### src/hdl/sme_pkg.sv
// ----------------------------------------------------------------------------
// sme_pkg
// shared types and codes for the stack machine execute unit
// ----------------------------------------------------------------------------
package sme_pkg;

    localparam int STACK_DEPTH   = 1024;
    localparam int PROGRAM_DEPTH = 1024;
    localparam int WORD_WIDTH    = 32;

    typedef enum logic [4:0] {
        OP_HALT  = 5'd0,
        OP_STORE = 5'd1,
        OP_JF    = 5'd2,
        OP_JT    = 5'd3,
        OP_GOTO  = 5'd4,
        OP_DATA  = 5'd5,
        OP_LDI   = 5'd6,
        OP_LDV   = 5'd7,
        OP_RD    = 5'd8,
        OP_WR    = 5'd9,
        OP_LT    = 5'd10,
        OP_EQ    = 5'd11,
        OP_GT    = 5'd12,
        OP_ADD   = 5'd13,
        OP_SUB   = 5'd14,
        OP_MUL   = 5'd15,
        OP_DIV   = 5'd16,
        OP_PWR   = 5'd17
    } t_op;

    localparam logic [2:0] ERR_NONE  = 3'd0;
    localparam logic [2:0] ERR_OPC   = 3'd1;
    localparam logic [2:0] ERR_STACK = 3'd2;
    localparam logic [2:0] ERR_DIV0  = 3'd3;
    localparam logic [2:0] ERR_JUMP  = 3'd4;

    typedef enum logic [3:0] {
        S_CLEAR,
        S_IDLE,
        S_RD0,
        S_RD1,
        S_EXEC,
        S_ITER,
        S_WB,
        S_TOP,
        S_TOPW,
        S_OUT
    } t_state;

    // controller to datapath
    typedef struct packed {
        logic clr_step;
        logic load;
        logic rd_a;
        logic rd_b;
        logic exec;
        logic iter_start;
        logic iter_step;
        logic wb;
        logic top_rd;
        logic top_cap;
        logic out_load;
    } t_cmd;

    // datapath to controller
    typedef struct packed {
        logic clr_done;
        logic need_iter;
        logic iter_done;
    } t_sts;

endpackage

### src/hdl/sme_ctrl.sv
// ----------------------------------------------------------------------------
// sme_ctrl
// sequencing state machine for the execute unit
// ----------------------------------------------------------------------------
module sme_ctrl
    import sme_pkg::*;
(
    input  logic i_clk,
    input  logic i_rst_n,
    input  logic i_in_fire,
    input  logic i_out_busy,
    input  t_sts i_sts,
    output logic o_in_ready,
    output t_cmd o_cmd
);

    t_state r_state, n_state;

    always_ff @(posedge i_clk) begin
        if (!i_rst_n) begin
            r_state <= S_CLEAR;
        end else begin
            r_state <= n_state;
        end
    end

    always_comb begin
        n_state = r_state;
        o_cmd = '0;
        o_in_ready = 1'b0;
        unique case (r_state)
            S_CLEAR: begin
                o_cmd.clr_step = 1'b1;
                if (i_sts.clr_done) n_state = S_IDLE;
            end
            S_IDLE: begin
                o_in_ready = 1'b1;
                if (i_in_fire) begin
                    o_cmd.load = 1'b1;
                    n_state = S_RD0;
                end
            end
            S_RD0: begin
                o_cmd.rd_a = 1'b1;
                n_state = S_RD1;
            end
            S_RD1: begin
                o_cmd.rd_b = 1'b1;
                n_state = S_EXEC;
            end
            S_EXEC: begin
                o_cmd.exec = 1'b1;
                if (i_sts.need_iter) begin
                    o_cmd.iter_start = 1'b1;
                    n_state = S_ITER;
                end else begin
                    n_state = S_WB;
                end
            end
            S_ITER: begin
                o_cmd.iter_step = 1'b1;
                if (i_sts.iter_done) n_state = S_WB;
            end
            S_WB: begin
                o_cmd.wb = 1'b1;
                n_state = S_TOP;
            end
            S_TOP: begin
                o_cmd.top_rd = 1'b1;
                n_state = S_TOPW;
            end
            S_TOPW: begin
                o_cmd.top_cap = 1'b1;
                n_state = S_OUT;
            end
            S_OUT: begin
                if (!i_out_busy) begin
                    o_cmd.out_load = 1'b1;
                    n_state = S_IDLE;
                end
            end
            default: n_state = S_IDLE;
        endcase
    end

endmodule

### config.mk
export PLATFORM = sky130hd
export DESIGN_NAME = sme_ctrl
export DESIGN_NICKNAME = d
export VERILOG_FILES = /design/src/hdl/sme_pkg.sv /design/src/hdl/sme_ctrl.sv
export SDC_FILE = /design/constraint.sdc
export NUM_CORES = 1
export LEC_CHECK = 0
export BUFFER_PORTS_ARGS = -buffer_cell sky130_fd_sc_hd__clkbuf_2
export CAP_MARGIN = 20
export CORE_AREA = 2 2 39 41
export CTS_BUF_LIST = sky130_fd_sc_hd__clkbuf_8
export DETAILED_ROUTE_END_ITERATION = 7
export DIE_AREA = 0 0 41 43
export PLACE_DENSITY = 0.6
export SYNTH_ARGS = -nofsm -noshare
export SYNTH_HDL_FRONTEND = slang
export SYNTH_SLANG_ARGS = --single-unit
export TNS_END_PERCENT = 50
### constraint.sdc
create_clock -name i_clk -period 1.9 [get_ports i_clk]
set_clock_uncertainty 0.15 [all_clocks]
set_input_delay 0.19 -clock i_clk [delete_from_list [all_inputs] [get_ports i_clk]]
set_output_delay 0.19 -clock i_clk [all_outputs]
set_load 0.005 [all_outputs]
==> out/results.txt <==
Psw: 0.000107 W
Yosys reg bits: 4
starting DRC count in detailed routing: 16
Clock Tree Root: clkbuf_8
Synthesized Nets: 52
status: finished clean
# DRC: 0
Clk pwr share: 49.0%
Final HPWL DP: 672 um
worst slew pin tran: 0.398 ns
Int Pwr: 0.000271 W
final period utilization: 90.1%
max FFs per register: 4
Cells after Synth: 45
Critical Path Sink Type: output port
vias: 384
clk_lat worst skew: 0.22 ns
Die ar.: 1760 um2
Hold Crit Class: in2reg
worst r2r src: r_state[3]
commonest cells after routing, fill and taps aside: clkbuf_2, nor3_1, nand2b_1, nor2_1
most common cell after layout, fill and taps aside: clkbuf_2
Initial Util: 24.3%
slowest cell delay on critical path: 0.42 ns
R2R Setup Slk: 0.46 ns
Die X: 41 um
unrepaired setup endpoints after global routing: false
I/O pin count: 19
worst r2r path cells: 3
Seq pwr share: 29.3%
Top reg by flops: r_state
TritonCTS Sinks: 4
Final min period: 1.71 ns
cts hold-fix bufs: 0
Worst Path Buf+Inv: 1
Max Fclk: 0.584 GHz
Die H: 43 um
routed len/inst: 11.3 um
Core Rows: 14
critical path fanouts, max: 12
Area Growth Syn to Fin: 37.5%
Pre-antenna DRT Iters: 4
Leak Pwr: 0.210 nW
vias in the first global route: 318
CP Launch Type: flip-flop
crit path kind: reg2out
clk buf depth: 2
synthesized cell area: 337 um2
post-synthesis cell type count: 20
Hold Vio Cnt, Final: 0
Worst Path Arrival: 1.37 ns
total wire length: 880 um
combinational share of power: 21.7%
# nets final: 71
Max rail drop VDD: 0.358 mV
Max Transition Viols Final: 0
max cap viols: 0
initial antenna violation count: 0
CTS Buf Count: 3
Core ar.: 1380 um2
total power: 0.000378 W
Mean Syn Cell Area: 7.48 um2
Layout fillers: 160
CP Cell Sequence: nand2b_1 -> nor3_1 -> and2_1 -> clkbuf_2
crit path launch: r_state[3]
RD Place Congestion: 0.759
antenna viol nets, final: 0
Via density: 4.92
RR Endpoint: r_state[0]
biggest regs: r_state: 4 flops
CP Depth: 4
Clk pin slew, worst setup/hold paths: 0.03 ns
Slowest-stage cell, CP: dfxtp_1
Final Setup Violations: 0
register area share after synthesis: 23.8%
CP endpoint: o_cmd[5]
first-pass GRT wire length: 1340 um
share of layout cells above drive strength 1: 40.3%
total negative setup slack: 0 ns
PwrDens: 817 nW/um2
Tot GR Track Use: 11.6%
Buffers on Ports: 18
Worst EP required: 1.56 ns
sw frac: 28.4%
gr ovfl total: 0
synth warn: 0
level count of the clock H-tree: 1
CTS tree: built
max_slew headroom: 73.5%
CP delay by family, top: simple AND/OR/NAND/NOR gates
Antenna diodes: 0
largest net degree at the start of global routing: 13
## cell usage after synthesis
cell type	count	area (um2)
a211oi_2	1	12.5
a21oi_1	1	5.00
and2_1	2	12.5
and3b_1	1	8.76
buf_2	3	15.0
buf_6	1	11.3
dfxtp_1	4	80.1
nand2_1	2	7.51
nand2b_1	5	31.3
nand3b_1	1	7.51
nor2_1	4	15.0
nor2b_1	3	18.8
nor3_1	9	45.0
nor3b_1	1	7.51
nor4_1	1	6.26
nor4_2	1	12.5
o21a_1	2	15.0
o311a_1	1	10.0
or2_2	1	6.26
xor2_1	1	8.76
## power groups by stage
stage / combinational [W] / sequential, W / clock (W)
5_1_grt: 0.0000912 / 0.000113 / 0.000194
3_3_place_gp: 0.0000813 / 0.000111 / 0
6_report: 0.0000821 / 0.000111 / 0.000185
4_1_cts: 0.0000823 / 0.000110 / 0.000190
3_5_place_dp: 0.0000819 / 0.000112 / 0
2_1_floorplan: 0.0000742 / 0.0000955 / 0
## layer usage
metal	vias up	part of all wire [%]	wire length [um]	GRT usage, %
met4	0	1.6	14	8.00
met3	4	8.9	78	4.71
li1	192	-	-	-
met2	20	41	365	14.4
met1	168	48	422	15.6
met5	-	0	0	0
## cells by family (layout without fill, tap and decap cells)
family	Yosys count	count (layout)	share of synthesized area [%]
compound gates	5	5	12.6
xor+xnor	1	1	2.60
buf+inv	4	21	7.81
flops	4	4	23.8
simple gates	31	31	53.2
## how the worst min path moves through the flow
stage	end	cells past startpoint	startpoint
3_3_place_gp	r_state[3]	2	i_rst_n
4_1_cts	r_state[0]	2	i_rst_n
3_5_place_dp	r_state[0]	2	i_rst_n
6_report	r_state[0]	2	i_rst_n
2_1_floorplan	r_state[3]	1	i_rst_n
5_1_grt	r_state[0]	2	i_rst_n
## through the flow
stage	setup WS (ns)	util (%)	hold slack (ns)	std cells	instance area (um2)
after floorplan	0.538	-	0.158	45	337
after global placement	0.333	30.4	0.317	75	420
after detailed placement	0.327	30.4	0.327	75	420
after CTS	0.0885	33.4	0.0962	78	462
after global routing	0.0284	33.5	0.103	78	463
final	0.188	33.5	0.0927	78	463
## cell type report
class / instances / area (um2) / area share, %
clock buffer: 3 / 41.3 / 8.92
multi-input combinational: 37 / 230 / 49.7
sequential: 4 / 81.3 / 17.6
tap: 16 / 20.0 / 4.32
timing repair buffer: 18 / 90.1 / 19.5
## repair_timing
| item | CTS | global route |
|---|---|---|
| endpoints found under the setup margin | 0 | 1 |
| gates resized for setup | 0 | 1 |
| setup buffers | 0 | 0 |
Power figures use the tool's default switching activity.
